<file path="src/design/desq_pkg.sv">
package desq_pkg;

	localparam int unsigned DEPTH_DEF = 16;
	localparam int unsigned ENTRY_W = 72;

	localparam logic [2:0] FN_PUSH_FRONT = 3'd0;
	localparam logic [2:0] FN_PUSH_REAR = 3'd1;
	localparam logic [2:0] FN_POP_FRONT = 3'd2;
	localparam logic [2:0] FN_POP_REAR = 3'd3;
	localparam logic [2:0] FN_COUNT = 3'd4;
	localparam logic [2:0] FN_DUMP = 3'd5;

	localparam logic [1:0] ST_OK = 2'd0;
	localparam logic [1:0] ST_EMPTY = 2'd1;
	localparam logic [1:0] ST_FULL = 2'd2;

	localparam logic [3:0] OP_NONE = 4'd0;
	localparam logic [3:0] OP_PUSH = 4'd1;
	localparam logic [3:0] OP_FULL = 4'd2;
	localparam logic [3:0] OP_EMPTY = 4'd3;
	localparam logic [3:0] OP_PLAIN = 4'd4;
	localparam logic [3:0] OP_POP = 4'd5;
	localparam logic [3:0] OP_POP_OUT = 4'd6;
	localparam logic [3:0] OP_DUMP_FIRST = 4'd7;
	localparam logic [3:0] OP_DUMP_STEP = 4'd8;

	typedef struct packed {
		logic [2:0]  func;
		logic [63:0] text_low;
		logic [7:0]  text_high;
	} req_t;

	typedef struct packed {
		logic [1:0]  status;
		logic [63:0] data_low;
		logic [7:0]  data_high;
		logic [4:0]  entry_count;
		logic        last;
	} rsp_t;

	typedef struct packed {
		logic       latch;
		logic [3:0] op;
	} ctl_t;

	typedef struct packed {
		logic [2:0] func;
		logic       empty;
		logic       full;
		logic       dump_last;
	} sts_t;

endpackage

</file>
<file path="src/design/desq_ctrl.sv">
module desq_ctrl import desq_pkg::*; (
	input  logic clk,
	input  logic arst_n,
	input  logic start,
	input  sts_t sts,
	output ctl_t ctl,
	output logic busy
);

	localparam logic [1:0] S_IDLE = 2'd0;
	localparam logic [1:0] S_EXEC = 2'd1;
	localparam logic [1:0] S_POP_OUT = 2'd2;
	localparam logic [1:0] S_DUMP = 2'd3;

	logic [1:0] state_q;
	logic [1:0] state_nx;

	always_ff @(posedge clk or negedge arst_n) begin
		if (!arst_n) begin
			state_q <= S_IDLE;
		end else begin
			state_q <= state_nx;
		end
	end

	always_comb begin
		state_nx = state_q;
		ctl.latch = 1'b0;
		ctl.op = OP_NONE;
		case (state_q)
			S_IDLE: begin
				if (start) begin
					ctl.latch = 1'b1;
					state_nx = S_EXEC;
				end
			end
			S_EXEC: begin
				state_nx = S_IDLE;
				case (sts.func)
					FN_PUSH_FRONT, FN_PUSH_REAR: begin
						ctl.op = sts.full ? OP_FULL : OP_PUSH;
					end
					FN_POP_FRONT, FN_POP_REAR: begin
						if (sts.empty) begin
							ctl.op = OP_EMPTY;
						end else begin
							ctl.op = OP_POP;
							state_nx = S_POP_OUT;
						end
					end
					FN_COUNT: begin
						ctl.op = sts.empty ? OP_EMPTY : OP_PLAIN;
					end
					FN_DUMP: begin
						if (sts.empty) begin
							ctl.op = OP_EMPTY;
						end else begin
							ctl.op = OP_DUMP_FIRST;
							state_nx = S_DUMP;
						end
					end
					default: begin
						ctl.op = OP_PLAIN;
					end
				endcase
			end
			S_POP_OUT: begin
				ctl.op = OP_POP_OUT;
				state_nx = S_IDLE;
			end
			S_DUMP: begin
				ctl.op = OP_DUMP_STEP;
				if (sts.dump_last) begin
					state_nx = S_IDLE;
				end
			end
			default: begin
				state_nx = S_IDLE;
			end
		endcase
	end

	assign busy = (state_q != S_IDLE);

endmodule

</file>
<file path="src/design/desq_datapath.sv">
module desq_datapath import desq_pkg::*; #(
	parameter int unsigned DEPTH = DEPTH_DEF
) (
	input  logic clk,
	input  logic arst_n,
	input  req_t cmd,
	input  ctl_t ctl,
	output sts_t sts,
	output logic done,
	output rsp_t rsp
);

	localparam int unsigned PW = $clog2(DEPTH);
	localparam int unsigned OW = $clog2(DEPTH + 1);

	logic [ENTRY_W-1:0] mem [DEPTH];
	logic [ENTRY_W-1:0] rd_q;
	logic [ENTRY_W-1:0] text_q;
	logic [ENTRY_W-1:0] data_q;
	logic [2:0]         func_q;
	logic [PW-1:0]      front_q;
	logic [OW-1:0]      occ_q;
	logic [OW-1:0]      idx_q;
	logic [1:0]         status_q;
	logic               last_q;
	logic               done_q;

	logic [PW-1:0]      front_inc;
	logic [PW-1:0]      front_dec;
	logic [OW-1:0]      off;
	logic [PW:0]        sum;
	logic [PW-1:0]      slot;
	logic               wr_en;
	logic [PW-1:0]      wr_addr;
	logic               rd_en;
	logic [PW-1:0]      rd_addr;
	logic               emit;
	logic               dump_last;

	assign front_inc = (front_q == PW'(DEPTH - 1)) ? '0 : front_q + 1'b1;
	assign front_dec = (front_q == '0) ? PW'(DEPTH - 1) : front_q - 1'b1;
	assign dump_last = (idx_q == occ_q);

	always_comb begin
		case (ctl.op)
			OP_PUSH:      off = occ_q;
			OP_POP:       off = occ_q - 1'b1;
			OP_DUMP_STEP: off = idx_q;
			default:      off = '0;
		endcase
	end

	assign sum = {1'b0, front_q} + (PW + 1)'(off);
	assign slot = (sum >= (PW + 1)'(DEPTH)) ? PW'(sum - (PW + 1)'(DEPTH)) : PW'(sum);

	assign wr_en = (ctl.op == OP_PUSH);
	assign wr_addr = (func_q == FN_PUSH_FRONT) ? front_dec : slot;
	assign rd_en = (ctl.op == OP_POP) || (ctl.op == OP_DUMP_FIRST)
		|| ((ctl.op == OP_DUMP_STEP) && !dump_last);
	assign rd_addr = ((ctl.op == OP_POP) && (func_q == FN_POP_FRONT)) ? front_q : slot;

	assign emit = (ctl.op == OP_PUSH) || (ctl.op == OP_FULL) || (ctl.op == OP_EMPTY)
		|| (ctl.op == OP_PLAIN) || (ctl.op == OP_POP_OUT) || (ctl.op == OP_DUMP_STEP);

	always_ff @(posedge clk) begin
		if (wr_en) begin
			mem[wr_addr] <= text_q;
		end
		if (rd_en) begin
			rd_q <= mem[rd_addr];
		end
	end

	always_ff @(posedge clk or negedge arst_n) begin
		if (!arst_n) begin
			front_q <= '0;
			occ_q <= '0;
			done_q <= 1'b0;
		end else begin
			done_q <= emit;
			if (ctl.op == OP_PUSH) begin
				occ_q <= occ_q + 1'b1;
				if (func_q == FN_PUSH_FRONT) begin
					front_q <= front_dec;
				end
			end else if (ctl.op == OP_POP) begin
				occ_q <= occ_q - 1'b1;
				if (func_q == FN_POP_FRONT) begin
					front_q <= front_inc;
				end
			end
		end
	end

	always_ff @(posedge clk) begin
		if (ctl.latch) begin
			func_q <= cmd.func;
			text_q <= {cmd.text_high, cmd.text_low};
		end
		case (ctl.op)
			OP_FULL: begin
				status_q <= ST_FULL;
				data_q <= '0;
				last_q <= 1'b1;
			end
			OP_EMPTY: begin
				status_q <= ST_EMPTY;
				data_q <= '0;
				last_q <= 1'b1;
			end
			OP_PUSH, OP_PLAIN: begin
				status_q <= ST_OK;
				data_q <= '0;
				last_q <= 1'b1;
			end
			OP_POP_OUT: begin
				status_q <= ST_OK;
				data_q <= rd_q;
				last_q <= 1'b1;
			end
			OP_DUMP_FIRST: begin
				idx_q <= OW'(1);
			end
			OP_DUMP_STEP: begin
				status_q <= ST_OK;
				data_q <= rd_q;
				last_q <= dump_last;
				idx_q <= idx_q + 1'b1;
			end
			default: begin
			end
		endcase
	end

	assign sts.func = func_q;
	assign sts.empty = (occ_q == '0);
	assign sts.full = (occ_q == OW'(DEPTH));
	assign sts.dump_last = dump_last;

	assign done = done_q;
	assign rsp.status = status_q;
	assign rsp.data_low = data_q[63:0];
	assign rsp.data_high = data_q[71:64];
	assign rsp.entry_count = 5'(occ_q);
	assign rsp.last = last_q;

endmodule

</file>
<file path="src/design/double_ended_string_queue.sv">
// Bounded double-ended queue of nine-character text entries held in a ring buffer.
// An item is accepted on a rising edge where start is high and busy is low; cmd
// carries the function code and the entry text for pushes.
// Every result appears on rsp for exactly one cycle with done high, and the
// receiver must take it then, since it cannot stall the block.
// Push, count, and any refused or empty request give one result, registered
// from the execute state. A pop reads the entry memory in the execute state and
// gives its result from the pop-output state. A dump of n entries reads the
// first entry in the execute state and then gives one result per cycle, with last on the final
// one; the memory's single registered read port sets that pace.
// busy falls in the cycle that shows the final result, so the next item can be
// taken on the same edge that takes that result: an item occupies the block
// while the controller is in execute, pop output (pop) or dump (dump).
// Reset empties the queue and sets the front index to zero; entry contents are
// not cleared, and only written entries are ever read back.
module double_ended_string_queue import desq_pkg::*; #(
	parameter int unsigned DEPTH = DEPTH_DEF
) (
	input  logic clk,
	input  logic arst_n,
	input  logic start,
	output logic busy,
	input  req_t cmd,
	output logic done,
	output rsp_t rsp
);

	ctl_t ctl;
	sts_t sts;

	desq_ctrl u_ctrl (
		.clk    (clk),
		.arst_n (arst_n),
		.start  (start),
		.sts    (sts),
		.ctl    (ctl),
		.busy   (busy)
	);

	desq_datapath #(
		.DEPTH (DEPTH)
	) u_datapath (
		.clk    (clk),
		.arst_n (arst_n),
		.cmd    (cmd),
		.ctl    (ctl),
		.sts    (sts),
		.done   (done),
		.rsp    (rsp)
	);

endmodule

</file>
<file path="config.mk">
export PLATFORM = sky130hd
export DESIGN_NAME = double_ended_string_queue
export DESIGN_NICKNAME = d
export VERILOG_FILES = /design/src/design/desq_pkg.sv /design/src/design/desq_ctrl.sv /design/src/design/desq_datapath.sv /design/src/design/double_ended_string_queue.sv
export SDC_FILE = /design/constraint.sdc
export NUM_CORES = 1
export LEC_CHECK = 0
export ABC_AREA = 1
export BUFFER_PORTS_ARGS = -buffer_cell sky130_fd_sc_hd__buf_2
export CAP_MARGIN = 20
export CORE_MARGIN = 2
export CORE_UTILIZATION = 25
export CTS_CLUSTER_DIAMETER = 200
export DETAILED_ROUTE_END_ITERATION = 10
export GPL_TIMING_DRIVEN = 0
export PLACE_DENSITY = 0.35
export SYNTH_ARGS = -nofsm -noshare
export SYNTH_HDL_FRONTEND = slang
export SYNTH_SLANG_ARGS = --single-unit
export TNS_END_PERCENT = 1
</file>
<file path="constraint.sdc">
create_clock -name clk -period 7.6 [get_ports clk]
set_input_delay 1.52 -clock clk [delete_from_list [all_inputs] [get_ports clk]]
set_output_delay 1.52 -clock clk [all_outputs]
set_load 0.03 [all_outputs]
</file>
---- Word-level counts from Yosys, hierarchy flattened ----
Memory sizes are Yosys's and may differ from the RTL's. A register that Yosys moved wholly into a read port is not among the register bits.
Index checks and enable logic that the tools add are counted.
W data, S select, Z words.
storage, ports and cells
  bits in registers ....................... 167
  bits in writable memories ............... 1152
  bits of input ports ..................... 78
  logic and storage cells ................. 102
  memories ................................ 1
memories
  name            depth  width  read ports  clocked after Yosys merged registers in  write ports  RTL line             RTL
  u_datapath.mem  16     72     1           1                                        1            desq_datapath.sv:16  logic [ENTRY_W-1:0] mem [DEPTH];
operators by class
  $add $sub $neg .......................... 7
  $lt $le $gt $ge ......................... 1
  equality and inequality tests ........... 22
  muxes and demuxes ....................... 32
  reductions and logical operators ........ 29
operator list
  kind                   count
  $pmux W72 S2           1
  $mux W4                9
  $eq A4 B3 Y1 const B   4
  $pmux W4 S4            1
  $pmux W5 S3            1
  $pmux W4 S3            1
  $reduce_bool A2 Y1     6
  $add A5 B1 Y5 const B  2
  $mux W2                5
  $mux W5                2
  $pmux W5 S2            1
  $mux W3                3
  $eq A4 B2 Y1 const B   2
  $eq A4 B4 Y1 const B   2
  $pmux W2 S4            1
  $reduce_or A4 Y1       2
  $sub A4 B1 Y4 const B  2
  $logic_or A1 B1 Y1     7
  $eq A3 B2 Y1 const B   2
  $eq A3 B3 Y1 const B   2
  $pmux W2 S3            1
  $reduce_or A2 Y1       3
  $add A4 B5 Y5          1
  $eq A5 B5 Y1           1
  other kinds (23)       29

---- Logic depth before layout (Yosys ltp) ----
Gate-level depths: netlist of run 1.
  word-level depth ........................ 10
  gate-level depth with buffers ........... 26
  mapped depth without buffers ............ 23

---- By module ----
From an unflattened synthesis of run 1, not the netlist that was laid out.
unflattened totals
  cell total of the unflattened synthesis .. 5465
  area, all modules ....................... 59223.0 um^2
by module, submodules not included
  module         instances  cells each  area each (um^2)
  desq_datapath  1          5424        58999.1
  desq_ctrl      1          41          224.0

---- Least setup slack after synthesis of run 1 ----
Ideal clock, no wire load.
  path kind ............................... register to register
  start point ............................. register u_datapath.occ_q[0]
  end point ............................... register u_datapath.data_q[0] (enable)
  setup time .............................. 0.602 ns
  data arrival time ....................... 6.488 ns
  path slack .............................. 0.510 ns
  cell stages (with the launch flop) ...... 9
  clock period less this slack ............ 7.090 ns
  path through ............................ dfrtp_1 > inv_1 > ha_1 > nand3_2 > nand2_1 > nand2_1 > nand3_1 > a21oi_2 > o21ai_0
on the way
  cells in the longest elaborated chain, start to end .. 7
  elaborated cells between the ends (all ways) .. 17
  those cells by class .................... eq/ne: 7; mux: 6; reduce/logical: 4
ends and longest elaborated chain
  item                                                                   RTL line                                    RTL
  from (decl)                                                            desq_datapath.sv:22                         logic [OW-1:0] occ_q;
  from (signal assigned)                                                 desq_datapath.sv:82                         occ_q <= occ_q + 1'b1;
  from (signal assigned)                                                 desq_datapath.sv:87                         occ_q <= occ_q - 1'b1;
  $eq A5 B5 Y1 or $logic_not A5 Y1 (tied branches)                       desq_datapath.sv:137, desq_datapath.sv:136
  $mux W2, or another cell as far along                                  desq_ctrl.sv:41                             ctl.op = sts.full ? OP_FULL : OP_PUSH;
  $pmux W4 S4 *                                                          desq_ctrl.sv:39                             case (sts.func)
  $pmux W4 S3 *                                                          desq_ctrl.sv:30                             case (state_q)
  $eq A4 B3 Y1, or another cell as far along                             desq_datapath.sv:100                        case (ctl.op)
  $reduce_or A4 Y1 (no source line) or $reduce_or A2 Y1 (tied branches)  --
  $reduce_bool A2 Y1 (no source line) *                                  --
  to (signal assigned)                                                   desq_datapath.sv:118                        data_q <= rd_q;
  to (signal assigned)                                                   desq_datapath.sv:126                        data_q <= rd_q;
  to (decl)                                                              desq_datapath.sv:19                         logic [ENTRY_W-1:0] data_q;
Mark *: on every way between the ends. The rest lies on a longest branch, timed or not.
A chain may end at the register's enable or synchronous reset.

---- Final worst setup path of run 1 ----
  start point ............................. register u_datapath.occ_q[0]
  end point ............................... register u_datapath.rd_q[63], read port of u_datapath.mem, data pin
on the way
  cells in the longest elaborated chain, start to end .. 10
  elaborated cells between the ends (all ways) .. 25
  those cells by class .................... add/sub: 3; order compare: 1; eq/ne: 6; mux: 9; reduce/logical: 6
ends and longest elaborated chain
  item                                              RTL line                                    RTL
  $eq A5 B5 Y1 or $logic_not A5 Y1 (tied branches)  desq_datapath.sv:137, desq_datapath.sv:136
  $mux W2, or another cell as far along             desq_ctrl.sv:41
  $pmux W4 S4                                       desq_ctrl.sv:39
  $pmux W4 S3                                       desq_ctrl.sv:30
  $eq A4 B4 Y1, or another cell as far along        desq_datapath.sv:45, desq_datapath.sv:59
  $pmux W5 S3                                       desq_datapath.sv:45                         case (ctl.op)
  $add A4 B5 Y5                                     desq_datapath.sv:53                         assign sum = {1'b0, front_q} + (PW + 1)'(off);
  $sub A4 B1 Y4 or $ge A5 B5 Y1 (tied branches)     desq_datapath.sv:54                         assign slot = (sum >= (PW + 1)'(DEPTH)) ? PW'(sum - (PW + 1)'(DEPTH)) : PW'(sum);
  $mux W4                                           desq_datapath.sv:54
  $mux W4                                           desq_datapath.sv:60                         assign rd_addr = ((ctl.op == OP_POP) && (func_q == FN_POP_FRONT)) ? front_q : slot;
  to (decl)                                         desq_datapath.sv:17                         logic [ENTRY_W-1:0] rd_q;
Parallel ways exist; a longest one is shown, timed or not.

==> key figures, run 1 <==
Status
  • Status: finished clean

Setup path
  • Crit path arrival time: 6830 ps
  • CP startpoint kind: flop
  • CP max FO: 10
  • Critical path type: reg -> reg
  • CP Capture Type: flop
  • Critical Path RT: 8280 ps

STA
  • Final Skew: 30.5 ps
  • Worst-Margin Slew: 1040 ps
  • Final Slew Violations: 0
  • Relative slew slack: 30.4%
  • # setup viols final: 0
  • Max Clock Freq: 162 MHz
  • Final worst slack: 1440 ps
  • Fin crit share: 81.0%
  • RSZ-0062 raised after global routing: no
  • Setup tns final: 0 ps
  • Minimum clock period after layout: 6160 ps
  • Hold Vio Cnt, Final: 0

Finish
  • Fillers: 22400
  • Share of cells above drive strength 1: 13.0%
  • Commonest non-fill, non-tap cells in the layout: 1379 x edfxtp_1, 1128 x nand2_1, 395 x inv_1
  • NumNets Final: 4863
  • P&R area growth vs syn: 19.9%
  • Storage element area: 41700 um^2
  • Most common cell after layout, fill and taps aside: edfxtp_1
  • Multi-input gate area in the final layout: 11200 um^2

Route
  • 1st-pass router iterations: 5
  • Final ANT Viol Nets: 0
  • Vias/cell: 4.33
  • WL per Instance: 22.8 um
  • Vias: 34000
  • Drc violations: 0
  • 1st-iter DRT viols: 2365
  • Drt total wl: 180000 um

CTS
  • Clk sink count: 1391
  • H-tree levels: 4
  • Clock root buffer: clkbuf_16
  • Hold buffers post-CTS: 0
  • Longest Clk Path Bufs: 3
  • TritonCTS clock tree: done
  • Post-cts gate resize count: 0
  • Postcts setup bufs: 0
  • Total CTS buffers: 168
  • Latest clock arrival within the worst-skew pair: 820 ps
  • Clk slew on worst S/H paths: 50 ps

Floorplan
  • Row count: 172
  • # IOs: 160
  • Starting Density: 25.2%
  • Core region area: 220000 um^2
  • Die extent in y: 475 um
  • Die Span X: 475 um
  • Die footprint: 226000 um^2

Synth
  • Net Count, Synth: 4477
  • Top cells by area in the synthesized netlist: edfxtp_1 75%, nand2_1 7.6%, o211ai_1 3.9%, inv_1 2.7%, nor2_1 2.2%
  • Largest area contributor in the netlist: edfxtp_1
  • Average size of a mapped cell: 12.6 um^2
  • Synth Cell Area: 55500 um^2
  • #FFs+latches synth: 1391
  • Seq/Total Area, Yosys: 75.2%
  • Fraction of registers with async set/reset: 0.863%
  • Mapped Cells: 4388
  • Synthesis warning total: 0
  • Post-synth top area share: 74.6%
  • Synth cell types: 40
  • Primary FF master, synth: edfxtp_1
  • Number of synthesized flops with an enable pin: 1379

Place
  • Port-buffer cells: 159
  • Post-DP HPWL: 122000 um
  • Place WS: 1330 ps
  • Gpl congestion: 0.738

Global route
  • First-pass GRT wire length: 257000 um
  • All-Layer GR Usage: 15.9%
  • Vias in the first global route: 34900
  • Largest net degree at the start of global routing: 39
  • Initial antenna violation count: 15
  • Total grt overflow: 0

Min path
  • HP Class: reg -> reg

Flow run
  • Max cap viols: 0
==> layout make-up <==
cell class                 count  share of cell area (%)
clock inverter                77                   0.942
multi-input combinational   2347                    16.9
tap                         2958                    5.56
inverter                     399                    2.26
timing repair buffer         216                    3.04
buffer                       251                    1.81
sequential                  1391                    62.7
clock buffer                 222                    6.75
antenna                        8                  0.0301
==> registers in the layout, summed over array words and instances, names as in the netlist <==
signal	flops
u_datapath.status_q	2
u_datapath.mem	1152
u_datapath.last_q	1
u_datapath.done	1
u_datapath.data_q	72
u_datapath.rd_q	72
u_datapath.occ_q	5
u_datapath.text_q	72
u_datapath.idx_q	5
u_ctrl.state_q	2
u_datapath.front_q	4
u_datapath.func_q	3
==> through the flow <==
step | cells | area (um^2) | hold WS [ps] | util (%)
after global routing | 7866 | 66500 | 532 | 30.2
after floorplan | 4388 | 55500 | 481 | -
final | 7869 | 66500 | 497 | 30.2
after CTS | 7861 | 66500 | 501 | 30.2
after global placement | 7505 | 60000 | 494 | 27.3
after detailed placement | 7562 | 61400 | 496 | 27.9
==> metal layers <==
metal / share of wire (%) / vias to the layer above / wire, um / global-route usage [%]
met3: 4.5 / 237 / 8050 / 2.46
met1: 47 / 16900 / 85200 / 22.4
met5: 0 / - / 0 / 0
met2: 46 / 692 / 82300 / 25.1
met4: 2.4 / 0 / 4260 / 4.65
li1: - / 16200 / - / -
==> synthesized netlist by cell type, types with 4 or more instances <==
cell type  number
edfxtp_1     1379
nand2_1      1130
inv_1         395
nor2_1        320
o211ai_1      291
o21ai_0       195
buf_2         160
o22ai_1       145
o21ai_1       114
nand3_1        91
clkbuf_1       61
buf_1          18
dfrtp_1        12
ha_1           10
buf_4           9
xor2_1          9
a21oi_1         8
nor3_1          4
==> critical path: stages (launching register included) <==
cell,delay [ps]
dfrtp_1,470
inv_1,190
ha_1,290
nand3_2,130
nand2_1,60
nand2_1,90
nand3_1,100
a21oi_2,370
nand2_1,260
nor2_2,250
buf_2,280
nand2_1,70
o211ai_1,100
ha_1,230
fa_1,450
inv_1,110
o21ai_4,160
buf_12,210
inv_4,280
buf_4,510
buf_2,480
o211ai_1,150
nand2_1,160
nand2_1,60
nand2_1,160
nand3_1,160
nand2_1,120
==> worst paths after layout <==
check                      cells after the start  slack, ps                start                    end
min in group asynchronous                      1        590               arst_n        u_datapath.done
max in group asynchronous                      1       6770               arst_n  u_datapath.front_q[3]
min reg2reg                                    2        500  u_datapath.rd_q[10]  u_datapath.data_q[10]
max                                           26       1440  u_datapath.occ_q[0]    u_datapath.rd_q[63]
min                                            2        500  u_datapath.rd_q[10]  u_datapath.data_q[10]
max reg2reg                                   26       1440  u_datapath.occ_q[0]    u_datapath.rd_q[63]
==> logic make-up after synthesis <==
logic type	after synthesis	synth area share [%]
compound gates	764	8.63
simple gates	1560	10.9
xor+xnor	12	0.189
fa+ha+maj	11	0.262
flops	1391	75.2
buf+inv	650	4.87
Power of run 1 is left out: the tool's default activity adds up to more than one toggle a clock period on the data nets, which glitch-free logic cannot reach.
==> inputs of run 2 (changes only) <==
- PLACE_DENSITY: 0.35 -> 0.36
- clock period: 7.6 -> 5.2 ns (I/O delays scaled with it)
==> run 2 against run 1 <==
Effect of this change: non-clock buffer count is 52 higher; routed wire length is 0.28% higher; fmax grew 23%; cell count up 0.58%; register-to-register slack got worse by 1200 ps; via count increased by 1.5%; clock skew is 2.3 ps lower; final area increased by 0.79%; sequential cell count is the same; worst hold slack worse by 350 ps; sequential share of layout area fell by 0.49 points; clock-buffer cell count down 1.
==> key figures, run 2 (synthesis gave the netlist of run 1 again) <==
Status
  • Status: finished clean

Place
  • Post-DP HPWL: 121000 um
  • Gpl congestion: 0.745
  • Placed Instances: 7564
  • Port-buffer cells: 159

Setup path
  • CP max FO: 10
  • Critical path type: reg -> reg
  • CP max-delay cell: nand2_8
  • Critical-path cell list: inv_1 -> ha_2 -> nand3_2 -> nand2_1 -> nand2_1 -> nand2_1 -> nand2_1 -> nor2_2 -> inv_1 -> nor2_4 -> buf_4 -> nand2_1 -> o221ai_1 -> ha_1 -> a21oi_1 -> nand2_1 -> xor2_1 -> inv_1 -> nand2_1 -> nand3_4 -> nand2_8 -> buf_2 -> nand2_1 -> nand2_1
  • Crit path arrival time: 5630 ps
  • Reg2reg start: u_datapath.occ_q[1]
  • CP startpoint kind: flop
  • Crit path buf inv count: 5
  • CP startpoint: u_datapath.occ_q[1]
  • CP Capture Type: flop
  • CP most frequent cell: nand2_1
  • Slowest stage delay, CP: 490 ps
  • Critical Path RT: 5820 ps
  • Top Family by Delay on Critical Path: simple AND/OR/NAND/NOR gates

Finish
  • Top reg by flops: u_datapath.mem
  • NumNets Final: 4910
  • Final cell count without fillers: 7915
  • P&R area growth vs syn: 20.8%
  • Most common cell after layout, fill and taps aside: edfxtp_1
  • Share of cells above drive strength 1: 14.3%
  • Commonest non-fill, non-tap cells in the layout: 1379 x edfxtp_1, 1124 x nand2_1, 394 x inv_1
  • Max FFs per register: 1152

STA
  • Max Clock Freq: 200 MHz
  • Minimum clock period after layout: 5000 ps
  • Worst-Margin Slew: 1050 ps
  • # setup viols final: 0
  • Setup tns final: 0 ps
  • RSZ-0062 raised after global routing: yes
  • Final Slew Violations: 0
  • Hold Vio Cnt, Final: 0
  • Fin crit share: 96.2%
  • Relative slew slack: 29.8%
  • Final Skew: 28.2 ps

Route
  • Vias: 34500
  • 1st-pass router iterations: 6
  • Drc violations: 0
  • Drt total wl: 180000 um
  • WL per Instance: 22.8 um
  • Vias/cell: 4.37
  • Final ANT Viol Nets: 0
  • 1st-iter DRT viols: 2421

Floorplan
  • # IOs: 160
  • Die footprint: 226000 um^2
  • Row count: 172
  • Die extent in y: 475 um
  • Die Span X: 475 um
  • Core region area: 220000 um^2
  • Starting Density: 25.2%

Global route
  • All-Layer GR Usage: 15.8%
  • First-pass GRT wire length: 256000 um
  • Largest net degree at the start of global routing: 39
  • Total grt overflow: 0
  • Vias in the first global route: 34800
  • Initial antenna violation count: 18

CTS
  • Clk sink count: 1391
  • TritonCTS clock tree: done
  • Longest Clk Path Bufs: 3
  • Latest clock arrival within the worst-skew pair: 810 ps
  • H-tree levels: 4
  • Total CTS buffers: 163
  • Clk slew on worst S/H paths: 60 ps
  • Hold buffers post-CTS: 0
  • Clock root buffer: clkbuf_16

Flow run
  • Max cap viols: 0

Min path
  • HP Class: in -> async
run 2: cell count changes in the layout (fill, tap and decap cells not counted), sizes merged:
| cell | before | now |
|---|---|---|
| buf | 406 | 446 |
| bufinv | 6 | 5 |
| clkbuf | 283 | 294 |
| clkinv | 67 | 62 |
| clkinvlp | 0 | 2 |
| inv | 403 | 402 |
run 2: path summary, 6_finish.rpt:
check / to / slack (ps) / cells after the start
setup / recovery: u_datapath.rd_q[48] / 200 / 24
hold / removal: u_datapath.done / 140 / 1
setup reg to reg: u_datapath.rd_q[48] / 200 / 24
hold reg to reg: u_datapath.data_q[52] / 510 / 2
max in group asynchronous: u_datapath.occ_q[0] / 4790 / 1
min in group clk: u_datapath.text_q[58] / 410 / 1
run 2: per-stage QoR:
step | hold WS [ps] | worst slack, ps | instance area [um^2] | utilization [%]
floorplan | 481 | -1660 | 55500 | -
global placement | 497 | -8290 | 60000 | 27.3
detailed placement | 487 | -1070 | 61400 | 27.9
CTS | 82.4 | 6.09 | 66900 | 30.4
global route | 111 | -94.3 | 67000 | 30.4
finish | 143 | 195 | 67000 | 30.5
run 2: routing by layer:
| metal | wire [um] | vias to the layer above | global-route usage [%] |
|---|---|---|---|
| met5 | 0 | - | 0 |
| met4 | 3680 | 0 | 4.19 |
| met3 | 8290 | 204 | 2.30 |
| met2 | 84200 | 760 | 25.7 |
| met1 | 84100 | 17200 | 22.1 |
| li1 | - | 16400 | - |
run 2: area by class of cell:
class	instances	area, um^2
Antenna cell	8	20.0
Multi-Input combinational cell	2347	11300
Buffer	251	1360
Fill cell	22300	153000
Sequential cell	1391	41700
Clock inverter	72	523
Inverter	399	1520
Clock buffer	221	4400
Tap cell	2958	3700
Timing Repair Buffer	268	2500
run 2: worst register-to-register path, cell delays in order (launching register included):
cell and delay [ps]:
dfrtp_1 460, inv_1 160, ha_2 250, nand3_2 140
nand2_1 90, nand2_1 50, nand2_1 70, nand2_1 120
nor2_2 150, inv_1 130, nor2_4 180, buf_4 220
nand2_1 60, o221ai_1 100, ha_1 330, a21oi_1 160
nand2_1 100, xor2_1 200, inv_1 60, nand2_1 120
nand3_4 480, nand2_8 520, buf_2 350, nand2_1 160
nand2_1 160
run 2: repair_timing:
item | CTS | global route
buffers inserted | 46 | 4
gates resized for setup | 52 | 34
setup endpoints to repair | 1201 | 634
pin swaps | 18 | 2
Power of run 2 is left out for the same reason.
==> inputs of run 3 (changes only) <==
- CORE_MARGIN: 2 -> unset
==> run 3 against run 2 <==
Effect of this change: fmax grew 1.5%; final area grew 0.23%; global-route usage grew 0.13 points; critical path depth is the same; non-clock buffer count shrank 3; first-iteration DRC count shrank 5.2%; via count shrank 0.69%; clock-buffer cell count shrank 10; sequential cell count is the same.
==> key figures, run 3 (synthesis gave the netlist of run 1 again) <==
Setup path
  • Slowest stage delay, CP: 450 ps
  • Critical path type: reg -> reg
  • Top Family by Delay on Critical Path: buffers and inverters
  • Crit path arrival time: 5570 ps
  • CP Capture Type: flop
  • CP max-delay cell: dfrtp_1
  • Critical Path RT: 5840 ps
  • CP most frequent cell: nand2_1
  • Critical-path cell list: inv_2 -> ha_2 -> nand3_2 -> nand2_1 -> nand2_1 -> nand3_1 -> a21oi_4 -> nand2_2 -> nor2_4 -> buf_4 -> nand2_1 -> o211ai_1 -> ha_2 -> fa_1 -> xnor2_1 -> o21ai_1 -> buf_4 -> inv_2 -> buf_6 -> clkbuf_2 -> nand2_1 -> nand2_1 -> nand2_1 -> nand2_1
  • Crit Reg-Reg Endpoint: u_datapath.rd_q[49]
  • CP startpoint kind: flop
  • Reg2reg start: u_datapath.occ_q[0]
  • Crit path buf inv count: 6
  • Reg2reg path depth: 24
  • CP max FO: 10
  • Crit. path cell count: 24
  • CP startpoint: u_datapath.occ_q[0]
  • R2r setup slk: 270 ps

Global route
  • First-pass GRT wire length: 258000 um
  • All-Layer GR Usage: 16.0%
  • Initial antenna violation count: 17
  • Vias in the first global route: 35400
  • Total grt overflow: 0
  • Largest net degree at the start of global routing: 38

CTS
  • Clk slew on worst S/H paths: 60 ps
  • Clk sink count: 1391
  • Total CTS buffers: 165
  • Longest Clk Path Bufs: 3
  • Hold buffers post-CTS: 0
  • Latest clock arrival within the worst-skew pair: 810 ps
  • H-tree levels: 4
  • TritonCTS clock tree: done
  • Clock root buffer: clkbuf_16

STA
  • Final Skew: 26.2 ps
  • Fin crit share: 94.8%
  • Worst-Margin Slew: 1010 ps
  • # setup viols final: 0
  • Relative slew slack: 32.7%
  • Max Clock Freq: 203 MHz
  • Hold_ws: 129 ps
  • RSZ-0062 raised after global routing: yes
  • Final Slew Violations: 0
  • Minimum clock period after layout: 4930 ps
  • Hold Vio Cnt, Final: 0

Finish
  • P&R area growth vs syn: 21.1%
  • NumNets Final: 4909
  • Top reg by flops: u_datapath.mem
  • Share of cells above drive strength 1: 14.7%
  • Non-Filler Cell Area, Final: 67200 um^2
  • Max FFs per register: 1152
  • Commonest non-fill, non-tap cells in the layout: 1379 x edfxtp_1, 1122 x nand2_1, 392 x inv_1
  • Most common cell after layout, fill and taps aside: edfxtp_1
  • Final cell count without fillers: 7922

Place
  • Placed Instances: 7564
  • Dpl cell area: 61400 um^2
  • Post-DP HPWL: 121000 um
  • Port-buffer cells: 159
  • Gpl congestion: 0.740

Route
  • Final ANT Viol Nets: 0
  • Drc violations: 0
  • 1st-pass router iterations: 5
  • Vias/cell: 4.33
  • Drt total wl: 179000 um
  • 1st-iter DRT viols: 2294
  • WL per Instance: 22.5 um
  • Vias: 34300

Floorplan
  • Die Span X: 473 um
  • Row count: 172
  • # IOs: 160
  • Core region area: 220000 um^2
  • Die footprint: 224000 um^2
  • Die extent in y: 473 um
  • Starting Density: 25.2%

Flow run
  • Max cap viols: 0

Min path
  • HP Class: in -> async

Status
  • Status: finished clean
-- run 3: area by class of cell --
type / count / area (um^2)
Fill cell: 22400 / 153000
Sequential cell: 1391 / 41700
Multi-Input combinational cell: 2347 / 11300
Clock buffer: 211 / 4320
Tap cell: 2958 / 3700
Timing Repair Buffer: 266 / 2560
Inverter: 399 / 1510
Buffer: 250 / 1350
Clock inverter: 95 / 684
Antenna cell: 5 / 12.5
-- run 3: per-stage QoR --
stage / setup slack [ps] / util [%] / TNS (ps)
after CTS: -145 / 30.2 / -5240
after detailed placement: -1000 / 27.9 / -273460
after global routing: -64.2 / 30.5 / -870
after global placement: -8150 / 27.3 / -9912370
after floorplan: -1660 / - / -1897490
final: 271 / 30.5 / 0
-- run 3: how the worst max path moves through the flow --
| stage | endpoint | slack (ps) |
|---|---|---|
| 4_1_cts | u_datapath.mem[1][29] | -150 |
| 3_3_place_gp | u_datapath.mem[0][29] | -8150 |
| 2_1_floorplan | u_datapath.mem[10][0] | -1660 |
| 6_report | u_datapath.rd_q[49] | 270 |
| 3_5_place_dp | u_datapath.rd_q[63] | -1000 |
| 5_1_grt | u_datapath.rd_q[5] | -60 |
-- run 3: what timing repair did --
action                     in CTS  in global routing
resized for setup              44                 57
pin swaps                       8                 15
setup buffers                   7                 41
setup endpoints to repair    1022               1098
cloned                          0                  0
-- run 3: per-layer routing --
layer  track usage, %  up-vias  part of all wire (%)
met4             3.87        0                   2.0
li1                 -    16400                     -
met2             26.0      639                    47
met5                0        -                     0
met3             2.27      213                   3.9
met1             22.2    17100                    47
Power of run 3 is left out for the same reason.
